--- config.mk ---
export PLATFORM = sky130hd
export DESIGN_NAME = bit_stuffed_crc_frame_encoder
export DESIGN_NICKNAME = d
export VERILOG_FILES = /design/src/rtl/bscfe_pkg.sv /design/src/rtl/bscfe_front.sv /design/src/rtl/bscfe_back.sv /design/src/rtl/bscfe_res_queue.sv /design/src/rtl/bit_stuffed_crc_frame_encoder.sv
export SDC_FILE = /design/constraint.sdc
export NUM_CORES = 1
export LEC_CHECK = 0
export ABC_CLOCK_PERIOD_IN_PS = 8000
export BUFFER_PORTS_ARGS = -buffer_cell sky130_fd_sc_hd__buf_2
export CAP_MARGIN = 20
export CORE_MARGIN = 5
export CORE_UTILIZATION = 47
export CTS_BUF_LIST = sky130_fd_sc_hd__clkbuf_8
export CTS_CLUSTER_DIAMETER = 150
export CTS_CLUSTER_SIZE = 20
export DETAILED_ROUTE_END_ITERATION = 10
export PLACE_DENSITY = 0.72
export RECOVER_POWER = 50
export SYNTH_ARGS = -nofsm -noshare
export SYNTH_HDL_FRONTEND = slang
export SYNTH_HIERARCHICAL = 1
export SYNTH_SLANG_ARGS = --single-unit
--- constraint.sdc ---
create_clock -name clk_i -period 8 [get_ports clk_i]
set_clock_uncertainty 0.1 [all_clocks]
set_input_delay 0.4 -clock clk_i [delete_from_list [all_inputs] [get_ports clk_i]]
set_output_delay 0.4 -clock clk_i [all_outputs]
set_load 0.01 [all_outputs]
--- src/rtl/bscfe_pkg.sv ---
// Shared types and codes for the bit-stuffed CRC frame encoder.
// Holds the command codes and the beat formats passed between the modules.
// No dependencies.
package bscfe_pkg;

  localparam logic [1:0] OP_START = 2'd0;
  localparam logic [1:0] OP_DATA  = 2'd1;
  localparam logic [1:0] OP_CRC   = 2'd2;
  localparam logic [1:0] OP_END   = 2'd3;

  localparam int CMD_DEPTH = 4;
  localparam int CMD_AW    = $clog2(CMD_DEPTH);
  localparam int RES_DEPTH = 4;
  localparam int RES_AW    = $clog2(RES_DEPTH);

  // One decoded command. For append CRC, byte0 and byte1 are the low and
  // high CRC bytes captured at accept time.
  typedef struct packed {
    logic [1:0] op;
    logic [7:0] byte0;
    logic [7:0] byte1;
  } cmd_t;

  typedef struct packed {
    logic [7:0] data;
    logic       mark;
    logic       last;
  } res_t;

endpackage

--- src/rtl/bscfe_front.sv ---
// Front end: accepts commands, keeps the running CRC and queues decoded
// commands for the symbol engine.
// Depends on bscfe_pkg.
module bscfe_front import bscfe_pkg::*; (
  input  logic       clk_i,
  input  logic       rst_ni,
  input  logic       push_i,
  input  logic [1:0] opcode_i,
  input  logic [7:0] data_byte_i,
  output logic       full_o,
  output logic       cmd_valid_o,
  output cmd_t       cmd_o,
  input  logic       cmd_pop_i
);

  localparam logic [15:0] CRC_POLY = 16'h8408;

  function automatic logic [15:0] crc16_byte(input logic [15:0] crc, input logic [7:0] d);
    logic [15:0] c;
    c = crc ^ {8'h00, d};
    for (int i = 0; i < 8; i++) begin
      c = c[0] ? ((c >> 1) ^ CRC_POLY) : (c >> 1);
    end
    return c;
  endfunction

  logic [15:0]     crc_q, crc_d;
  logic [15:0]     crc_lo;
  cmd_t            entry_d;
  cmd_t            entries_q [CMD_DEPTH];
  logic [CMD_AW-1:0] wr_ptr_q, rd_ptr_q;
  logic [CMD_AW:0]   cnt_q, cnt_d;
  logic            accept;

  assign full_o      = (cnt_q == (CMD_AW+1)'(CMD_DEPTH));
  assign cmd_valid_o = (cnt_q != '0);
  assign cmd_o       = entries_q[rd_ptr_q];
  assign accept      = push_i && !full_o;

  always_comb begin
    crc_lo        = crc16_byte(crc_q, crc_q[7:0]);
    crc_d         = crc_q;
    entry_d.op    = opcode_i;
    entry_d.byte0 = data_byte_i;
    entry_d.byte1 = 8'h00;
    case (opcode_i)
      OP_START: crc_d = '0;
      OP_DATA:  crc_d = crc16_byte(crc_q, data_byte_i);
      OP_CRC: begin
        entry_d.byte0 = crc_q[7:0];
        entry_d.byte1 = crc_q[15:8];
        crc_d         = crc16_byte(crc_lo, crc_q[15:8]);
      end
      OP_END:   crc_d = crc_q;
      default:  crc_d = crc_q;
    endcase
  end

  always_comb begin
    case ({accept, cmd_pop_i})
      2'b10:   cnt_d = cnt_q + 1'b1;
      2'b01:   cnt_d = cnt_q - 1'b1;
      default: cnt_d = cnt_q;
    endcase
  end

  always_ff @(posedge clk_i or negedge rst_ni) begin
    if (!rst_ni) begin
      crc_q    <= '0;
      wr_ptr_q <= '0;
      rd_ptr_q <= '0;
      cnt_q    <= '0;
    end else begin
      cnt_q <= cnt_d;
      if (accept) begin
        crc_q    <= crc_d;
        wr_ptr_q <= wr_ptr_q + 1'b1;
      end
      if (cmd_pop_i) begin
        rd_ptr_q <= rd_ptr_q + 1'b1;
      end
    end
  end

  always_ff @(posedge clk_i) begin
    if (accept) begin
      entries_q[wr_ptr_q] <= entry_d;
    end
  end

  // A start command always leaves the CRC cleared for the frame body.
  a_start_clears_crc: assert property (@(posedge clk_i) disable iff (!rst_ni)
    (accept && opcode_i == OP_START) |=> (crc_q == '0))
    else $error("CRC not cleared by start command");

endmodule

--- src/rtl/bscfe_back.sv ---
// Back end: symbol engine that turns queued commands into line bits, stuffs
// zeros, maps bits to symbols and packs four symbols per result byte.
// Depends on bscfe_pkg.
module bscfe_back import bscfe_pkg::*; (
  input  logic clk_i,
  input  logic rst_ni,
  input  logic cmd_valid_i,
  input  cmd_t cmd_i,
  output logic cmd_pop_o,
  input  logic res_full_i,
  output logic res_push_o,
  output res_t res_o
);

  localparam logic [1:0] SYM_ONE   = 2'd2;
  localparam logic [1:0] SYM_ZERO  = 2'd3;
  localparam logic [2:0] STUFF_RUN = 3'd5;
  localparam logic [7:0] FLAG_BYTE = 8'h7E;

  typedef struct packed {
    logic [7:0] part;
    logic [1:0] cnt;
    logic [2:0] run;
    logic       emit;
    logic [7:0] data;
  } pack_t;

  function automatic pack_t put_sym(input pack_t s, input logic [1:0] sym);
    pack_t r;
    r      = s;
    r.part = {sym, s.part[7:2]};
    if (s.cnt == 2'd3) begin
      r.emit = 1'b1;
      r.data = r.part;
      r.part = '0;
      r.cnt  = '0;
    end else begin
      r.cnt = s.cnt + 1'b1;
    end
    return r;
  endfunction

  function automatic pack_t put_bit(input pack_t s, input logic b, input logic stuff_en);
    pack_t r;
    r     = s;
    r.run = b ? (s.run + 1'b1) : 3'd0;
    r     = put_sym(r, b ? SYM_ONE : SYM_ZERO);
    if (stuff_en && r.run >= STUFF_RUN) begin
      r.run = '0;
      r     = put_sym(r, SYM_ZERO);
    end
    return r;
  endfunction

  logic [7:0] partial_q, partial_d;
  logic [1:0] cnt_q, cnt_d;
  logic [2:0] run_q, run_d;
  logic [2:0] step_q, step_d;
  logic       hold_valid_q, hold_valid_d;
  logic [7:0] hold_data_q, hold_data_d;
  logic       hold_mark_q, hold_mark_d;
  logic       flush_q, flush_d;

  logic       go;
  logic       final_step;
  logic       is_flag;
  logic [7:0] flag_pair;
  logic [7:0] data_src;
  logic [7:0] data_pair;
  logic [7:0] pair;
  logic       nb_valid;
  logic [7:0] nb_data;
  logic       nb_mark;
  pack_t      st;

  assign go = cmd_valid_i && !res_full_i && !flush_q;

  always_comb begin
    case (cmd_i.op)
      OP_START: final_step = (step_q == 3'd3);
      OP_DATA:  final_step = (step_q == 3'd3);
      OP_CRC:   final_step = (step_q == 3'd7);
      OP_END:   final_step = (step_q == 3'd5);
      default:  final_step = 1'b1;
    endcase
  end

  // Each flag or data step handles two line bits, so at most three symbols and one
  // completed byte per cycle; closing end-frame steps pad the byte and add the mark.
  always_comb begin
    st.part = partial_q;
    st.cnt  = cnt_q;
    st.run  = run_q;
    st.emit = 1'b0;
    st.data = '0;
    if (cmd_i.op == OP_START && step_q == '0) begin
      st.part = '0;
      st.cnt  = '0;
      st.run  = '0;
    end
    is_flag   = (cmd_i.op == OP_START) || (cmd_i.op == OP_END && !step_q[2]);
    flag_pair = FLAG_BYTE << {step_q[1:0], 1'b0};
    data_src  = step_q[2] ? cmd_i.byte1 : cmd_i.byte0;
    data_pair = data_src << {step_q[1:0], 1'b0};
    pair      = is_flag ? flag_pair : data_pair;
    nb_valid  = 1'b0;
    nb_data   = '0;
    nb_mark   = 1'b0;
    if (cmd_i.op == OP_END && step_q[2]) begin
      if (step_q[1:0] == 2'd0) begin
        // Pad the open byte with 2'b00 symbol slots.
        nb_valid = (st.cnt != '0);
        case (st.cnt)
          2'd1:    nb_data = st.part >> 6;
          2'd2:    nb_data = st.part >> 4;
          2'd3:    nb_data = st.part >> 2;
          default: nb_data = st.part;
        endcase
        st.part = '0;
        st.cnt  = '0;
      end else begin
        nb_valid = 1'b1;
        nb_mark  = 1'b1;
      end
    end else begin
      st = put_bit(st, pair[7], !is_flag);
      st = put_bit(st, pair[6], !is_flag);
      if (is_flag) begin
        st.run = '0;
      end
      nb_valid = st.emit;
      nb_data  = st.data;
    end
  end

  // The newest byte of a command is held back until it is known whether it
  // is the command's final result.
  always_comb begin
    partial_d    = partial_q;
    cnt_d        = cnt_q;
    run_d        = run_q;
    step_d       = step_q;
    hold_valid_d = hold_valid_q;
    hold_data_d  = hold_data_q;
    hold_mark_d  = hold_mark_q;
    flush_d      = flush_q;
    cmd_pop_o    = 1'b0;
    res_push_o   = 1'b0;
    res_o        = '0;
    if (flush_q) begin
      if (!res_full_i) begin
        res_push_o   = 1'b1;
        res_o        = '{data: hold_data_q, mark: hold_mark_q, last: 1'b1};
        hold_valid_d = 1'b0;
        flush_d      = 1'b0;
      end
    end else if (go) begin
      partial_d = st.part;
      cnt_d     = st.cnt;
      run_d     = st.run;
      if (nb_valid && hold_valid_q) begin
        res_push_o  = 1'b1;
        res_o       = '{data: hold_data_q, mark: hold_mark_q, last: 1'b0};
        hold_data_d = nb_data;
        hold_mark_d = nb_mark;
        flush_d     = final_step;
      end else if (nb_valid) begin
        if (final_step) begin
          res_push_o = 1'b1;
          res_o      = '{data: nb_data, mark: nb_mark, last: 1'b1};
        end else begin
          hold_valid_d = 1'b1;
          hold_data_d  = nb_data;
          hold_mark_d  = nb_mark;
        end
      end else if (hold_valid_q && final_step) begin
        res_push_o   = 1'b1;
        res_o        = '{data: hold_data_q, mark: hold_mark_q, last: 1'b1};
        hold_valid_d = 1'b0;
      end
      if (final_step) begin
        step_d    = '0;
        cmd_pop_o = 1'b1;
      end else begin
        step_d = step_q + 3'd1;
      end
    end
  end

  always_ff @(posedge clk_i or negedge rst_ni) begin
    if (!rst_ni) begin
      partial_q    <= '0;
      cnt_q        <= '0;
      run_q        <= '0;
      step_q       <= '0;
      hold_valid_q <= 1'b0;
      flush_q      <= 1'b0;
    end else begin
      partial_q    <= partial_d;
      cnt_q        <= cnt_d;
      run_q        <= run_d;
      step_q       <= step_d;
      hold_valid_q <= hold_valid_d;
      flush_q      <= flush_d;
    end
  end

  always_ff @(posedge clk_i) begin
    hold_data_q <= hold_data_d;
    hold_mark_q <= hold_mark_d;
  end

  a_no_push_when_full: assert property (@(posedge clk_i) disable iff (!rst_ni)
    res_push_o |-> !res_full_i)
    else $error("result beat pushed into a full queue");

  a_hold_empty_between: assert property (@(posedge clk_i) disable iff (!rst_ni)
    (step_q == '0 && !flush_q) |-> !hold_valid_q)
    else $error("held result left over between commands");

  a_flush_has_hold: assert property (@(posedge clk_i) disable iff (!rst_ni)
    flush_q |-> hold_valid_q)
    else $error("flush pending without a held result");

endmodule

--- src/rtl/bscfe_res_queue.sv ---
// Result queue: a short FIFO of encoded bytes that presents the oldest beat
// on the output side.
// Depends on bscfe_pkg.
module bscfe_res_queue import bscfe_pkg::*; (
  input  logic clk_i,
  input  logic rst_ni,
  input  logic push_i,
  input  res_t res_i,
  output logic full_o,
  input  logic pop_i,
  output logic empty_o,
  output res_t head_o
);

  res_t              entries_q [RES_DEPTH];
  logic [RES_AW-1:0] wr_ptr_q, rd_ptr_q;
  logic [RES_AW:0]   cnt_q, cnt_d;
  logic              do_push, do_pop;

  assign full_o  = (cnt_q == (RES_AW+1)'(RES_DEPTH));
  assign empty_o = (cnt_q == '0);
  assign head_o  = entries_q[rd_ptr_q];
  assign do_push = push_i && !full_o;
  assign do_pop  = pop_i && !empty_o;

  always_comb begin
    case ({do_push, do_pop})
      2'b10:   cnt_d = cnt_q + 1'b1;
      2'b01:   cnt_d = cnt_q - 1'b1;
      default: cnt_d = cnt_q;
    endcase
  end

  always_ff @(posedge clk_i or negedge rst_ni) begin
    if (!rst_ni) begin
      wr_ptr_q <= '0;
      rd_ptr_q <= '0;
      cnt_q    <= '0;
    end else begin
      cnt_q <= cnt_d;
      if (do_push) begin
        wr_ptr_q <= wr_ptr_q + 1'b1;
      end
      if (do_pop) begin
        rd_ptr_q <= rd_ptr_q + 1'b1;
      end
    end
  end

  always_ff @(posedge clk_i) begin
    if (do_push) begin
      entries_q[wr_ptr_q] <= res_i;
    end
  end

  a_count_bounded: assert property (@(posedge clk_i) disable iff (!rst_ni)
    cnt_q <= (RES_AW+1)'(RES_DEPTH))
    else $error("result queue count out of range");

endmodule

--- src/rtl/bit_stuffed_crc_frame_encoder.sv ---
// Bit-stuffed CRC frame encoder. With both queues empty, the first byte of a
// command reaches the output only once the engine releases it, because the engine
// holds each completed byte until the next byte or the command's final step.
// The symbol engine handles two line bits a cycle while the result queue is not
// full and no flush is pending. A command's final step that completes a byte while
// another waits is followed by a flush of the newer byte before the next command.
// Reset clears both queues, the CRC, the packing state and the stuffing run.
module bit_stuffed_crc_frame_encoder import bscfe_pkg::*; (
  input  logic       clk_i,
  input  logic       rst_ni,
  input  logic       push,
  output logic       full,
  input  logic [1:0] opcode_i,
  input  logic [7:0] data_byte_i,
  output logic       empty,
  input  logic       pop,
  output logic [7:0] out_byte_o,
  output logic       end_mark_o,
  output logic       last_o
);

  logic cmd_valid;
  cmd_t cmd;
  logic cmd_pop;
  logic res_full;
  logic res_push;
  res_t res;
  res_t head;

  bscfe_front u_front (
    .clk_i       (clk_i),
    .rst_ni      (rst_ni),
    .push_i      (push),
    .opcode_i    (opcode_i),
    .data_byte_i (data_byte_i),
    .full_o      (full),
    .cmd_valid_o (cmd_valid),
    .cmd_o       (cmd),
    .cmd_pop_i   (cmd_pop)
  );

  bscfe_back u_back (
    .clk_i       (clk_i),
    .rst_ni      (rst_ni),
    .cmd_valid_i (cmd_valid),
    .cmd_i       (cmd),
    .cmd_pop_o   (cmd_pop),
    .res_full_i  (res_full),
    .res_push_o  (res_push),
    .res_o       (res)
  );

  bscfe_res_queue u_res_queue (
    .clk_i   (clk_i),
    .rst_ni  (rst_ni),
    .push_i  (res_push),
    .res_i   (res),
    .full_o  (res_full),
    .pop_i   (pop),
    .empty_o (empty),
    .head_o  (head)
  );

  assign out_byte_o = head.data;
  assign end_mark_o = head.mark;
  assign last_o     = head.last;

endmodule
# ---- After elaboration in Yosys (flattened, before gate mapping)
# Memory sizes are Yosys's and may differ from the RTL's.
# Cells that the tools add are included.
dict set report word_totals {
  output_inout_bits 12
  inputBits 14
  register_bits 57
  wordCells 228
  ram_bits 112
  mem_count 2
}
# memory depth width rd rd_ports_with_merged_regs write_ports line_no
set memory_table {}
lappend memory_table {u_front.entries_q 4 18 1 0 1 bscfe_front.sv:30} ;# cmd_t entries_q [CMD_DEPTH];
lappend memory_table {u_res_queue.entries_q 4 10 1 0 1 bscfe_res_queue.sv:15} ;# res_t entries_q [RES_DEPTH];
dict set report classes {
  n_shift 2
  n_bitwise 29
  muxes 102
  n_lt_le_gt_ge 2
  reduce_logical 36
  n_eq_ne 25
  addsub 15
}
# op count
set ops {}
lappend ops {{$mux W16} 25}
lappend ops {{$mux W10} 9}
lappend ops {{$mux W8} 11}
lappend ops {{$not A2 Y3} 24}
lappend ops {{$mux W22} 3}
lappend ops {{$pmux W16 S3} 1}
lappend ops {{$xor A16 B8 Y16} 3}
lappend ops {{$mux W9} 4}
lappend ops {{$mux W1} 33}
lappend ops {{$pmux W8 S3} 1}
lappend ops {{$eq A2 B2 Y1 const B} 11}
lappend ops {{$add A2 B1 Y2 const B} 8}
lappend ops {{$add A3 B1 Y3 const B} 5}
lappend ops {{$mux W13} 1}
lappend ops {{$eq A3 B3 Y1 const B} 4}
lappend ops {{$logic_and A1 B1 Y1} 12}
lappend ops {{$mux W12} 1}
lappend ops {{$mux W2} 6}
lappend ops {{$mux W3} 4}
lappend ops {{$pmux W3 S2} 2}
lappend ops {{$eq A2 B1 Y1 const B} 5}
lappend ops {{$reduce_bool A2 Y1} 5}
lappend ops {{$shl A7 B3 Y8 const A} 1}
lappend ops {{$shl A8 B3 Y8} 1}
lappend ops {{other kinds (17)} 31}

# ---- Longest topological paths before layout
dict set report depth {
  depth_word 35
  depth_mapped 29
  depth_no_buf 26
}

# ---- By module
# The synthesis kept the hierarchy.
# mod cells_each n_inst area_per_inst_um2 seq_area_each_um2
set by_module_without_submodules {}
lappend by_module_without_submodules {bscfe_front 210 1 4122.7 2737.6}
lappend by_module_without_submodules {bscfe_back 362 1 2960.3 720.7}
lappend by_module_without_submodules {bscfe_res_queue 90 1 1869.3 1376.3}

# ---- Worst setup path after synthesis
# Ideal clock, no wire load.
dict set report synth_timing {
  kind {register to register}
  start {register u_front.rd_ptr_q[0]}
  end {register u_res_queue.cnt_q[2]}
  setup_slack_ns 1.784
  required_time_ns 7.821
  path_buffers 3
  stages_incl_launch_ff 28
  arrival_time_ns 6.037
  path_cell_list {dfrtp_1 buf_2 mux4_2 buf_2 or4b_4 buf_6 and2_1 ha_1 nor2b_1 nor4_4 and4_1 nor2_8 xnor2_1 inv_1 ha_1 and3_4 a21oi_4 a31oi_4 maj3_2 a21bo_1 and2_4 inv_1 ha_1 inv_1 fa_1 xor2_1 nor2_1 xor2_1}
}
# item line_no
set synth_lines {}
lappend synth_lines {{from (decl)} bscfe_front.sv:31} ;# logic [CMD_AW-1:0] wr_ptr_q, rd_ptr_q;
lappend synth_lines {{from (signal assigned)} bscfe_front.sv:80} ;# rd_ptr_q <= rd_ptr_q + 1'b1;
lappend synth_lines {{to (signal assigned)} bscfe_res_queue.sv:40} ;# cnt_q <= cnt_d;
lappend synth_lines {{to (decl)} bscfe_res_queue.sv:17} ;# logic [RES_AW:0] cnt_q, cnt_d;

==> reports/results.ini <==
[route]
wire_per_inst_um=19.6
route.detailed.drc=0
via_count=5570
wirelength_um=18100
vias_per_cell=6.02
drtIter0Drc=548
drtAntennaViolNets=0
firstDrtPassIters=7

[logic_synthesis]
ys.flop_type=edfxtp_1
synth_seq_area_share_pct=54.0
synthDistinctLibCells=81
synth-async-reset-ratio_pct=28.4
synth_top_family_by_area=compound AO/OA/AOI/OAI gates
synth_compound_area_share_pct=11.5
synth_largest_area_cell=edfxtp_1
yosysTopAreaCellShare_pct=40.6
syn_nets=699
avgSynthCellArea_um2=13.5
synth_area_um2=8950
yosysWarnings=6
syn_inst=662
ys_ff_latch=169
post_synth_fa_ha_maj_area_fraction_pct=3.51
synthXorXnorAreaFrac_pct=6.04
synthSimpleGateAreaFrac_pct=11.4
synthTopCellsByArea=edfxtp_1 41%, dfrtp_1 13%, mux4_2 7.5%
synthMuxAreaShare_pct=10.2
synth-edff-count=121

[final_layout]
antenna_cells=0
nets=715
areaGrowthSynthToFinish_pct=7.13
drive_gt1_share_pct=18.1

[clock_tree]
cts.sinks=169
clock-root-buffer=clkbuf_8
clock_latency_ns=0.46
cts_made_buffers=17
clkTransAtPathRegs_ns=0.09
htree_num_levels=4
clock_path_buffers=2
post_cts_resized=0
cts_tree=done

[worst_setup_path]
cpMaxStageDelayCell=dfrtp_1
critPathLaunchType=flip-flop
required_ns=8.28
worstPathMaxFanout=13
cpPeakStageDelay_ns=0.75
worst_setup_path_end_kind=flip-flop
crit_arrival_ns=7.42
path_class=flip-flop to flip-flop
r2r_slack_ns=0.87
crit_buf_inv=3
critPathTopFamily=simple AND/OR/NAND/NOR gates

[floorplanning]
initial_core_util_pct=47.9
row_count=50
fp.dieH_um=148
core_um2=18700
die_w_um=148
num_io_pins=26
die-area_um2=21900

[placed_design]
hpwl_um=12900
numPortBuffers=25
gp_congestion=0.900
pre_cts_slack_ns=0.896

[run_status]
outcome=finished with violations
violations=max-capacitance violations, max-slew violations

[sta]
setup_viol=0
min_period_ns=7.13
fin_tns_setup_ns=0
report.final.slew_viol_count=49
relSlewSlack_pct=-94.0
timing.fmax_ghz=0.140
hold_viol_final=0
rsz0062_at_grt=no
worstMarginPinSlew_ns=2.91
timing.final.ws_setup_ns=0.866
final.period_utilization_pct=89.2

[pwr]
p_leak_nw=3.69
vdd.ir_drop.worst_mv=0.196
p_per_area_nw_per_um2=437

[hold_path]
min_path_type=input pin to flip-flop

[grt]
grt.overflow.total=0
grt_pass1_wl_um=29400
grt_max_degree=49
track_usage_pct=17.1
grt_pass1_vias=5633
antenna_found_initial=0

[run]
drv_cap=1

[final timing paths]
check                                    startpoint                       to  cells past startpoint
min in group asynchronous                    rst_ni      u_back/partial_q[4]                      3
max in group asynchronous                    rst_ni      u_front/rd_ptr_q[0]                      3
worst min register to register  u_back/partial_q[0]      u_back/partial_q[0]                      2
worst max-delay path            u_front/rd_ptr_q[0]     u_res_queue/cnt_q[2]                     25
worst min-delay path                            pop  u_res_queue/rd_ptr_q[0]                      3
worst max register to register  u_front/rd_ptr_q[0]     u_res_queue/cnt_q[2]                     25
[cell type report]
class	instances	area, µm²
Clock inverter	14	140
Timing Repair Buffer	32	169
Tap cell	234	293
Inverter	28	105
Fill cell	1565	9110
Clock buffer	18	248
Multi-Input combinational cell	430	3800
Sequential cell	169	4830
[sequential cells by signal, summed over array words and instances, names as in the netlist, 3 cells and up]
signal	count
u_back/step_q	3
u_back/run_q	3
u_back/hold_data_q	8
u_res_queue/entries_q	40
u_res_queue/cnt_q	3
u_front/cnt_q	3
u_front/crc_q	16
u_front/entries_q	72
u_back/partial_q	8
[worst min-delay path: stages]
cell	delay, ns
buf_2	0.08
o31a_2	0.16
xor2_1	0.07
[power breakdown]
| group | internal (mW) | switching, mW |
|---|---|---|
| Clock | 0.264 | 0.331 |
| Sequential | 1.35 | 0.228 |
| Combinational | 0.887 | 1.13 |
[cell usage after synthesis, types with 12 or more instances]
library cell / n
a22o_1: 13
nor2_1: 22
nand2_1: 51
xnor2_1: 19
mux4_2: 30
xor2_1: 12
mux2_2: 13
a21oi_1: 19
clkbuf_1: 15
and2_1: 12
ha_1: 21
dfrtp_1: 48
o21ai_0: 27
edfxtp_1: 121
inv_1: 27
[per-layer routing]
metal / global-route usage (%) / vias to the layer above / share of wire, %
li1: - / 2572 / -
met1: 22.8 / 2816 / 44
met2: 28.5 / 151 / 50
met3: 2.94 / 31 / 3.9
met4: 5.73 / 0 / 1.9
met5: 0 / - / 0
[cell usage in the layout (no fill, tap or decap), types with 6 or more instances in the layout]
| master | netlist | layout |
|---|---|---|
| o2bb2ai_1 | 10 | 10 |
| xnor3_1 | 8 | 8 |
| xnor2_1 | 19 | 19 |
| nand3_1 | 9 | 10 |
| xor2_1 | 12 | 12 |
| nor3_1 | 11 | 11 |
| nand2_1 | 51 | 51 |
| dfrtp_1 | 48 | 48 |
| nand4_1 | 9 | 9 |
| inv_1 | 27 | 28 |
| mux2_1 | 0 | 9 |
| nor2b_1 | 6 | 6 |
| and3_1 | 11 | 11 |
| clkbuf_8 | 0 | 18 |
| nor2_1 | 22 | 22 |
| o21ai_0 | 27 | 27 |
| ha_1 | 21 | 21 |
| o31ai_1 | 7 | 7 |
| mux4_2 | 30 | 30 |
| buf_2 | 11 | 22 |
| a22o_1 | 13 | 13 |
| a31oi_1 | 6 | 6 |
| a21oi_1 | 19 | 19 |
| edfxtp_1 | 121 | 121 |
| and2_0 | 0 | 9 |
| mux2i_1 | 6 | 6 |
[metrics by stage]
step	area (µm²)	utilization [%]	hold slack (ns)	instances	power [mW]
2_1_floorplan	8950	-	0.00441	662	3.13
3_3_place_gp	9210	49.2	0.367	891	3.55
3_5_place_dp	9210	49.2	0.372	891	3.63
4_1_cts	9610	51.4	0.118	924	4.23
5_1_grt	9590	51.3	0.179	925	4.47
6_report	9590	51.3	0.193	925	4.19
[logic make-up after synthesis]
logic type	count (synthesis)
multiplexers	51
XOR/XNOR	44
flip-flops	169
adder cells (fa/ha/maj)	24
AND/OR/NAND/NOR	174
AO/OA/AOI/OAI	137
buffers and inverters	63
[repair_timing]
item,4_1_cts,5_1_grt
hold endpoints to repair,48,0
setup buffers,0,0
hold buffers,1,0
Power figures use the tool's default switching activity.
